[src/design/dpa_pkg.sv]
// shared constants, types and sizing functions for the decimal product to ascii block
package dpa_pkg;

   localparam int OPERAND_BITS_DEF = 32;
   localparam int FIELD_BITS       = 32;
   localparam int DIGIT_BITS       = 4;
   localparam int CHAR_BITS        = 6;
   localparam logic [CHAR_BITS-1:0] ASCII_ZERO = 6'd48;

   // operation applied to every digit cell in the same cycle
   typedef enum logic [1:0] {
      CELL_HOLD,
      CELL_CLEAR,
      CELL_DABBLE,
      CELL_SHIFT
   } cell_op_type;

   // decimal digits of 2^prod_bits - 1, floor(n * log10(2)) + 1
   function automatic int num_digits(input int prod_bits);
      num_digits = ((prod_bits * 1233) >> 12) + 1;
   endfunction

endpackage

[src/design/dpa_cell.sv]
// one bcd digit cell of the double-dabble chain
module dpa_cell (
   input  logic                               clock,
   input  dpa_pkg::cell_op_type               op,
   input  logic                               carry_bit,
   input  logic [dpa_pkg::DIGIT_BITS-1:0]     lower_digit,
   output logic                               carry_out,
   output logic [dpa_pkg::DIGIT_BITS-1:0]     digit
);

   logic [dpa_pkg::DIGIT_BITS-1:0] digit_ff;
   logic [dpa_pkg::DIGIT_BITS-1:0] digit_in;
   logic [dpa_pkg::DIGIT_BITS-1:0] adj;

   always_comb begin
      // add three before the shift so the doubled digit carries at ten
      adj = (digit_ff >= 4'd5) ? (digit_ff + 4'd3) : digit_ff;
      case (op)
         dpa_pkg::CELL_CLEAR:  digit_in = '0;
         dpa_pkg::CELL_DABBLE: digit_in = {adj[dpa_pkg::DIGIT_BITS-2:0], carry_bit};
         dpa_pkg::CELL_SHIFT:  digit_in = lower_digit;
         default:              digit_in = digit_ff;
      endcase
   end

   always_ff @(posedge clock) begin
      digit_ff <= digit_in;
   end

   assign carry_out = adj[dpa_pkg::DIGIT_BITS-1];
   assign digit     = digit_ff;

endmodule

[src/design/decimal_product_to_ascii_top.sv]
// top level: operand multiply, digit cell chain and digit emit control
//
//  channel | ports        | tdata / tuser / tlast
//  --------+--------------+---------------------------------------------------
//  req     | req_t*       | tdata[31:0] multiplicand, tdata[63:32] multiplier
//  rsp     | rsp_t*       | tdata[5:0] digit_char, tdata[7:6] zero, tlast last_digit
//
// an item is multiplied into the product register on acceptance, shifted into the
// digit cell chain one product bit per cycle, then its leading zeros are dropped
// one digit position at a time and each remaining digit is handed to the output
// register, which waits while the result side stalls.
// reset is synchronous and clears the control state and the output valid.
// a stall on rsp holds the chain; a new item is taken once the last digit sits
// in the output register.
module decimal_product_to_ascii_top #(
   parameter int OPERAND_BITS = dpa_pkg::OPERAND_BITS_DEF
) (
   input  logic        clock,
   input  logic        reset,
   input  logic        req_tvalid,
   output logic        req_tready,
   input  logic [63:0] req_tdata,   // multiplicand [31:0], multiplier [63:32]
   output logic        rsp_tvalid,
   input  logic        rsp_tready,
   output logic [7:0]  rsp_tdata,   // digit_char [5:0], zero [7:6]
   output logic        rsp_tlast    // last_digit
);

   localparam int PROD_BITS  = 2 * OPERAND_BITS;
   localparam int NUM_DIGITS = dpa_pkg::num_digits(PROD_BITS);
   localparam int CNT_BITS   = $clog2(PROD_BITS);
   localparam int REM_BITS   = $clog2(NUM_DIGITS + 1);
   localparam int DB         = dpa_pkg::DIGIT_BITS;

   typedef enum logic [1:0] {
      ST_IDLE,
      ST_DABBLE,
      ST_SKIP,
      ST_EMIT
   } state_type;

   state_type                      state_ff;
   logic [PROD_BITS-1:0]           product_ff;
   logic [CNT_BITS-1:0]            count_ff;
   logic [REM_BITS-1:0]            remaining_ff;
   logic                           rsp_valid_ff;
   logic [dpa_pkg::CHAR_BITS-1:0]  rsp_char_ff;
   logic                           rsp_last_ff;

   logic [OPERAND_BITS-1:0]        op_a;
   logic [OPERAND_BITS-1:0]        op_b;
   logic [PROD_BITS-1:0]           prod_w;
   logic                           out_free;
   logic                           emit_go;
   logic                           top_zero;
   logic                           skip_lead;
   dpa_pkg::cell_op_type           cell_op;
   logic [NUM_DIGITS-1:0]          carry_w;
   logic [DB-1:0]                  digit_w [NUM_DIGITS];

   assign op_a      = req_tdata[OPERAND_BITS-1:0];
   assign op_b      = req_tdata[dpa_pkg::FIELD_BITS +: OPERAND_BITS];
   assign prod_w    = PROD_BITS'(op_a) * PROD_BITS'(op_b);
   assign out_free  = !rsp_valid_ff || rsp_tready;
   assign emit_go   = (state_ff == ST_EMIT) && out_free;
   assign top_zero  = (digit_w[NUM_DIGITS-1] == '0);
   assign skip_lead = top_zero && (remaining_ff > REM_BITS'(1));
   assign req_tready = (state_ff == ST_IDLE);

   always_comb begin
      case (state_ff)
         ST_IDLE:   cell_op = req_tvalid ? dpa_pkg::CELL_CLEAR : dpa_pkg::CELL_HOLD;
         ST_DABBLE: cell_op = dpa_pkg::CELL_DABBLE;
         ST_SKIP:   cell_op = skip_lead ? dpa_pkg::CELL_SHIFT : dpa_pkg::CELL_HOLD;
         ST_EMIT:   cell_op = out_free ? dpa_pkg::CELL_SHIFT : dpa_pkg::CELL_HOLD;
         default:   cell_op = dpa_pkg::CELL_HOLD;
      endcase
   end

   // cell 0 holds the least significant digit, the top cell the most significant
   for (genvar i = 0; i < NUM_DIGITS; i++) begin : g_cell
      logic          cin;
      logic [DB-1:0] lower;
      if (i == 0) begin : g_first
         assign cin   = product_ff[PROD_BITS-1];
         assign lower = '0;
      end else begin : g_next
         assign cin   = carry_w[i-1];
         assign lower = digit_w[i-1];
      end
      dpa_cell u_cell (
         .clock       (clock),
         .op          (cell_op),
         .carry_bit   (cin),
         .lower_digit (lower),
         .carry_out   (carry_w[i]),
         .digit       (digit_w[i])
      );
   end

   always_ff @(posedge clock) begin
      if (reset) begin
         state_ff     <= ST_IDLE;
         rsp_valid_ff <= 1'b0;
         count_ff     <= '0;
         remaining_ff <= '0;
      end else begin
         if (emit_go) begin
            rsp_valid_ff <= 1'b1;
         end else if (rsp_tready) begin
            rsp_valid_ff <= 1'b0;
         end
         case (state_ff)
            ST_IDLE: begin
               if (req_tvalid) begin
                  product_ff <= prod_w;
                  count_ff   <= '0;
                  state_ff   <= ST_DABBLE;
               end
            end
            ST_DABBLE: begin
               product_ff <= product_ff << 1;
               count_ff   <= count_ff + CNT_BITS'(1);
               if (count_ff == CNT_BITS'(PROD_BITS - 1)) begin
                  remaining_ff <= REM_BITS'(NUM_DIGITS);
                  state_ff     <= ST_SKIP;
               end
            end
            ST_SKIP: begin
               if (skip_lead) begin
                  remaining_ff <= remaining_ff - REM_BITS'(1);
               end else begin
                  state_ff <= ST_EMIT;
               end
            end
            ST_EMIT: begin
               if (out_free) begin
                  rsp_char_ff  <= dpa_pkg::ASCII_ZERO
                                  + {{(dpa_pkg::CHAR_BITS - DB){1'b0}}, digit_w[NUM_DIGITS-1]};
                  rsp_last_ff  <= (remaining_ff == REM_BITS'(1));
                  remaining_ff <= remaining_ff - REM_BITS'(1);
                  if (remaining_ff == REM_BITS'(1)) begin
                     state_ff <= ST_IDLE;
                  end
               end
            end
            default: begin
               state_ff <= ST_IDLE;
            end
         endcase
      end
   end

   assign rsp_tvalid = rsp_valid_ff;
   assign rsp_tdata  = {{(8 - dpa_pkg::CHAR_BITS){1'b0}}, rsp_char_ff};
   assign rsp_tlast  = rsp_last_ff;

   a_accept_starts: assert property (@(posedge clock) disable iff (reset)
      (req_tvalid && req_tready) |=> (state_ff == ST_DABBLE))
      else $error("accepted item did not start the digit conversion");

   a_dabble_ends: assert property (@(posedge clock) disable iff (reset)
      (state_ff == ST_DABBLE && count_ff == CNT_BITS'(PROD_BITS - 1))
      |=> (state_ff == ST_SKIP && remaining_ff == REM_BITS'(NUM_DIGITS)))
      else $error("conversion did not hand over with a full digit count");

   a_char_range: assert property (@(posedge clock) disable iff (reset)
      rsp_valid_ff |-> (rsp_char_ff >= dpa_pkg::ASCII_ZERO
                        && rsp_char_ff <= dpa_pkg::ASCII_ZERO + 6'd9))
      else $error("emitted character is not a decimal digit");

   a_emit_count: assert property (@(posedge clock) disable iff (reset)
      (state_ff == ST_EMIT || state_ff == ST_SKIP)
      |-> (remaining_ff != '0 && remaining_ff <= REM_BITS'(NUM_DIGITS)))
      else $error("digit count out of range while emitting");

   a_last_to_idle: assert property (@(posedge clock) disable iff (reset)
      (state_ff == ST_EMIT && out_free && remaining_ff == REM_BITS'(1))
      |=> (state_ff == ST_IDLE && rsp_valid_ff && rsp_last_ff))
      else $error("final digit not flagged or block not back to idle");

endmodule
[config.mk]
export PLATFORM = sky130hd
export DESIGN_NAME = decimal_product_to_ascii_top
export DESIGN_NICKNAME = d
export VERILOG_FILES = /design/src/design/dpa_pkg.sv /design/src/design/dpa_cell.sv /design/src/design/decimal_product_to_ascii_top.sv
export SDC_FILE = /design/constraint.sdc
export NUM_CORES = 2
export LEC_CHECK = 0
export BUFFER_PORTS_ARGS = -buffer_cell sky130_fd_sc_hd__buf_4
export CORE_MARGIN = 2
export CORE_UTILIZATION = 55
export DETAILED_ROUTE_END_ITERATION = 6
export PLACE_DENSITY = 0.8
export SETUP_SLACK_MARGIN = 0.5
export SLEW_MARGIN = 20
export SYNTH_ARGS = -nofsm -noshare
export SYNTH_HDL_FRONTEND = slang
export SYNTH_SLANG_ARGS = --single-unit
[constraint.sdc]
create_clock -name clock -period 14 [get_ports clock]
set_clock_uncertainty 0.05 [all_clocks]
set_input_delay 2.8 -clock clock [delete_from_list [all_inputs] [get_ports clock]]
set_output_delay 2.8 -clock clock [all_outputs]
set_load 0.005 [all_outputs]
After elaboration in Yosys (flattened, before gate mapping). Cells that the tools add are included.

Reductions and logical operators: 17. Add/sub/neg operators: 23. Multiply operators: 1. Muxes and demuxes: 60. Order comparisons: 21. Equal/unequal tests: 14. Bitwise gates (word level): 1.

Operator list (number): 4-bit case mux with 3 select lines (19); 64-bit case mux with 2 select lines (1); 4-bit by 3-bit >= comparator with 1-bit output (second input constant) (20); 4-bit by 2-bit adder with 4-bit output (second input constant) (19); 4-bit 2-to-1 mux (19); 32-bit by 32-bit multiplier with 64-bit output (1); 64-bit 2-to-1 mux (1); 2-bit case mux with 4 select lines (2); 5-bit 2-to-1 mux (3); 5-bit case mux with 3 select lines (1); 2-bit 2-to-1 mux (7); 6-bit case mux with 2 select lines (1); 2-bit != test (second input constant) (5); 2-bit equality test (second input constant) (4); 4-bit case mux with 2 select lines (1); 5-bit by 5-bit adder with 6-bit output (first input constant) (1); 6-bit by 1-bit adder with 6-bit output (second input constant) (1); 6-bit equality test (second input constant) (1); 6-bit 2-to-1 mux (1); 3-bit AND reduction (2); 2-bit nonzero test (3); 3-bit nonzero test (2); 5-bit by 1-bit equality test with 1-bit output (second input constant) (1); 5-bit by 1-bit > comparator with 1-bit output (second input constant) (1); other kinds (16) (20).

Bits in registers: 165. Word-level logic and storage cells: 164. Bits of input ports: 68.

Longest topological paths before layout.
Word-level depth: 7. Depth in mapped cells: 27.

Hierarchy. A second synthesis with hierarchy kept.

Cells, all modules: 4713. Area total of the unflattened synthesis: 43396.6 µm².

Modules (own cells, without submodules): decimal_product_to_ascii_top (cells each 4033, seq. area each 2352.3 µm², instances 1, area each 36990.5 µm²); dpa_cell (cells each 34, seq. area each 120.1 µm², instances 20, area each 320.3 µm²).

Least setup slack after synthesis. Ideal clock, no wire load.

Path type: input to register. From: input port req_tdata[7]. To: register product_ff[53] (data pin). Arrival time: 9.226 ns. Data required time: 13.685 ns. Path buffers: 1. Setup slack: 4.459 ns. Stages on the path: 23. Setup time: 0.265 ns. Path through: clkbuf_1 nand2_1 fa_1 inv_1 fa_1 inv_1 fa_1 inv_1 fa_1 fa_1 fa_1 fa_1 fa_1 ha_1 a21o_1 a21o_1 a21oi_1 or3b_4 o2bb2ai_4 o41ai_4 a31oi_2 xor2_1 o21ai_1.

Longest elaborated chain between the ends: 3.

Ends and longest elaborated chain: from (decl) (RTL line decimal_product_to_ascii_top.sv:22) `input logic [63:0] req_tdata,`; 32-bit by 32-bit multiplier with 64-bit output (RTL line decimal_product_to_ascii_top.sv:63) `assign prod_w = PROD_BITS'(op_a) * PROD_BITS'(op_b);`; 64-bit 2-to-1 mux (RTL line decimal_product_to_ascii_top.sv:115) `if (req_tvalid) begin`; 64-bit case mux with 2 select lines (RTL line decimal_product_to_ascii_top.sv:113) `case (state_ff)`; to (signal assigned) (RTL line decimal_product_to_ascii_top.sv:116) `product_ff <= prod_w;`; to (signal assigned) (RTL line decimal_product_to_ascii_top.sv:122) `product_ff <= product_ff << 1;`; to (decl) (RTL line decimal_product_to_ascii_top.sv:43) `logic [PROD_BITS-1:0] product_ff;`.

No other way between the ends. The select of a mux whose other input is x is not followed. A chain may end at the register's enable or synchronous reset.

Final worst setup path.
From: input port req_tdata[34]. To: register product_ff[63] (data pin).

Same word-level chain as after synthesis.

==> impl_metrics.yaml <==
cts:
  cts_resized: 0
  hold_buffers: 0
  clkSinkCount: 163
  cts_made_buffers: 17
  path_clk_slew_ns: 0.06
  cts_setup_buffers: 0
  htree_levels: 4
  cts_tree: "yes"
  clockBufferDepth: 2
  clk_latency_ns: 0.45
  root_buffer: "clkbuf_16"
sta:
  finalHoldViolCount: 0
  setup_ws_ns: 4.035
  fmax_ghz: 0.1004
  fin_crit_ns: 9.965
  rsz0062_at_grt: "no"
  drv_slew: 0
  timing.final.crit_share: 0.7118
  tightest_slew_ns: 1.023
  setup_viol: 0
  fin_tns_setup_ns: 0
  slew_headroom: 0.3181
worst_hold_path:
  hold_start: "g_cell[19].u_cell.digit[1]"
  min_delay_path_depth: 0
  hold_path_class: "reg -> reg"
grt:
  grt_pass1_vias: 33330
  grt_start_max_net_pins: 100
  grt_pass1_wl_um: 168000
  grt.overflow.total: 0
  grtUsageTotal: 0.2690
  antenna_found_initial: 2
setup_path:
  worstPathArrival_ns: 10.19
  rr_worst_depth: 8
  startpoint: "req_tdata[34]"
  worst-path-stages: 24
  cp_top_family: "adder cells"
  critPathCaptureType: "register"
  critPathMaxFanout: 32
  slowest_delay_ns: 0.55
  path_buf_inv: 5
  r2r_start: "g_cell[19].u_cell.digit[0]"
  path_class: "in -> reg"
  path_cells: "buf_4, and2_1, fa_1, inv_1, fa_1, fa_1, fa_1, inv_1, fa_1, inv_1, fa_1, inv_1, fa_1, fa_1, ha_1, and2_1, nand2_1, or4_1, a21oi_1, o21ai_1, nand3_1, nand2_1, o211a_1, a311oi_1"
  critPathLaunchType: "input pin"
  cp_slowest_cell: "fa_1"
  crit_top_cell: "fa_1"
  cp_data_required_time_ns: 14.22
place:
  dp_hpwl_um: 77340
  portBuffers: 74
  post-place-ws_ns: 3.701
  gp_congestion: 0.9363
floorplanning:
  die_area_um2: 79090
  fp.dieH_um: 281.2
  initial_core_util: 0.5556
  ios: 79
  rows: 101
  core_um2: 76080
  die_w_um: 281.2
synth:
  synthFlopType: "edfxtp_1"
  syn-mean-instance-area_um2: 9.177
  yosysWarnings: 0
  async_flop_share: 0
  syn-cell-area_um2: 42270
  synthDistinctLibCells: 70
  seq_area_frac_synth: 0.1125
  syn_inst: 4606
  synth_edf_count: 149
  ys_ff_latch: 163
drt:
  route.detailed.vias_per_inst: 5.677
  drcViolationCount: 0
  initialDrtViolationCount: 2296
  avgRoutedWirePerCell_um: 18.50
  num_vias: 31130
  ant_nets: 0
  dr.pass1.iters: 6
  routed_wl_um: 101500
cells_and_area:
  multi_input_area_um2: 33190
  final_util: 0.5752
  n_fill_cell: 6531
  regArea_um2: 4755
  n_antenna_cell: 0
  syn2layout_area_growth_pct: 3.517
  nets: 5716
  drive_gt1_frac: 0.02919
job:
  drv_cap: 0
run_status:
  outcome: "finished clean"
## area by class of cell
class / instances / share of cell area
multi-input cells: 3280 / 0.7585
flip-flops and latches: 163 / 0.1087
inverters: 902 / 0.07738
well taps: 1030 / 0.02945
repair buffers: 78 / 0.01338
clock buffers: 20 / 0.009980
clock inverters: 11 / 0.002602
## registers in the layout, indices dropped and copies added (netlist names)
| name | count |
|---|---|
| count_ff | 6 |
| g_cell.u_cell.digit | 80 |
| product_ff | 64 |
| remaining_ff | 5 |
| rsp_char_ff | 4 |
| rsp_tlast | 1 |
| rsp_tvalid | 1 |
| state_ff | 2 |
## kinds of logic (layout without fill, tap and decap cells)
logic type,Yosys count,count (layout),share of synthesized area
muxes,8,8,0.002042
other,2,4,0.0001777
adders and majority gates,1206,1206,0.5161
buffers and inverters,1165,1011,0.1041
and+or+nand+nor,1523,1523,0.1796
AOI/OAI and AO/OA,458,458,0.06873
DFF,163,163,0.1125
xor gates and xnor gates,81,81,0.01678
## layout by cell type, fill, tap and decap left out, types with 55 or more instances in the layout
master and n:
inv_1 902, fa_1 896, nand2_1 672, and2_1 600
ha_1 309, edfxtp_1 149, a21oi_1 144, nor2_1 100
o21ai_0 89, buf_4 78, xnor2_1 55
## per-layer routing
layer | vias up | track usage | part of all wire
met5 | - | 0 | 0
met4 | 0 | 0.1532 | 0.062
met3 | 395 | 0.03799 | 0.070
met2 | 1340 | 0.4535 | 0.50
met1 | 15810 | 0.3330 | 0.37
li1 | 13590 | - | -
## worst paths after layout
| kind | endpoint | slack (ns) |
|---|---|---|
| setup reg to reg | g_cell[16].u_cell.digit[1] | 10.83 |
| hold / removal | rsp_char_ff[1] | 0.45 |
| hold reg to reg | rsp_char_ff[1] | 0.45 |
| setup / recovery | product_ff[63] | 4.04 |
## stage by stage
step	cells	hold slack [ns]	area, µm²
floorplan	4608	0.3998	42280
detailed placement	5453	0.4393	43190
global placement	5453	0.4255	43190
global route	5484	0.4586	43760
CTS	5484	0.4537	43740
finish	5484	0.4514	43760
## synth_stat cells (5+ instances only)
master / instances / share of area
o31ai_1: 6 / 0.0011
nor2b_1: 9 / 0.0013
and2_1: 600 / 0.089
o21a_1: 11 / 0.0020
a211oi_1: 33 / 0.0059
a311oi_1: 20 / 0.0041
clkbuf_1: 248 / 0.022
o21bai_1: 13 / 0.0023
nor2_1: 101 / 0.0090
nand4_1: 16 / 0.0024
buf_2: 9 / 0.0011
and4_1: 7 / 0.0015
o211ai_1: 16 / 0.0028
xnor2_1: 55 / 0.011
xor2_1: 26 / 0.0054
edfxtp_1: 149 / 0.11
o21ai_1: 32 / 0.0038
nand2b_1: 24 / 0.0036
ha_1: 310 / 0.092
a21o_1: 44 / 0.0078
and3_1: 18 / 0.0027
a2111oi_0: 5 / 0.0010
nor3_1: 15 / 0.0018
inv_1: 902 / 0.080
o21ai_0: 89 / 0.011
nor3b_1: 18 / 0.0032
a31oi_1: 7 / 0.0010
nand2_1: 673 / 0.060
dfxtp_1: 14 / 0.0066
a21oi_1: 144 / 0.017
nand3_1: 26 / 0.0031
fa_1: 896 / 0.42
Power is not shown: default switching activity piles up to over one toggle a cycle in this logic, so the estimate is an artifact.
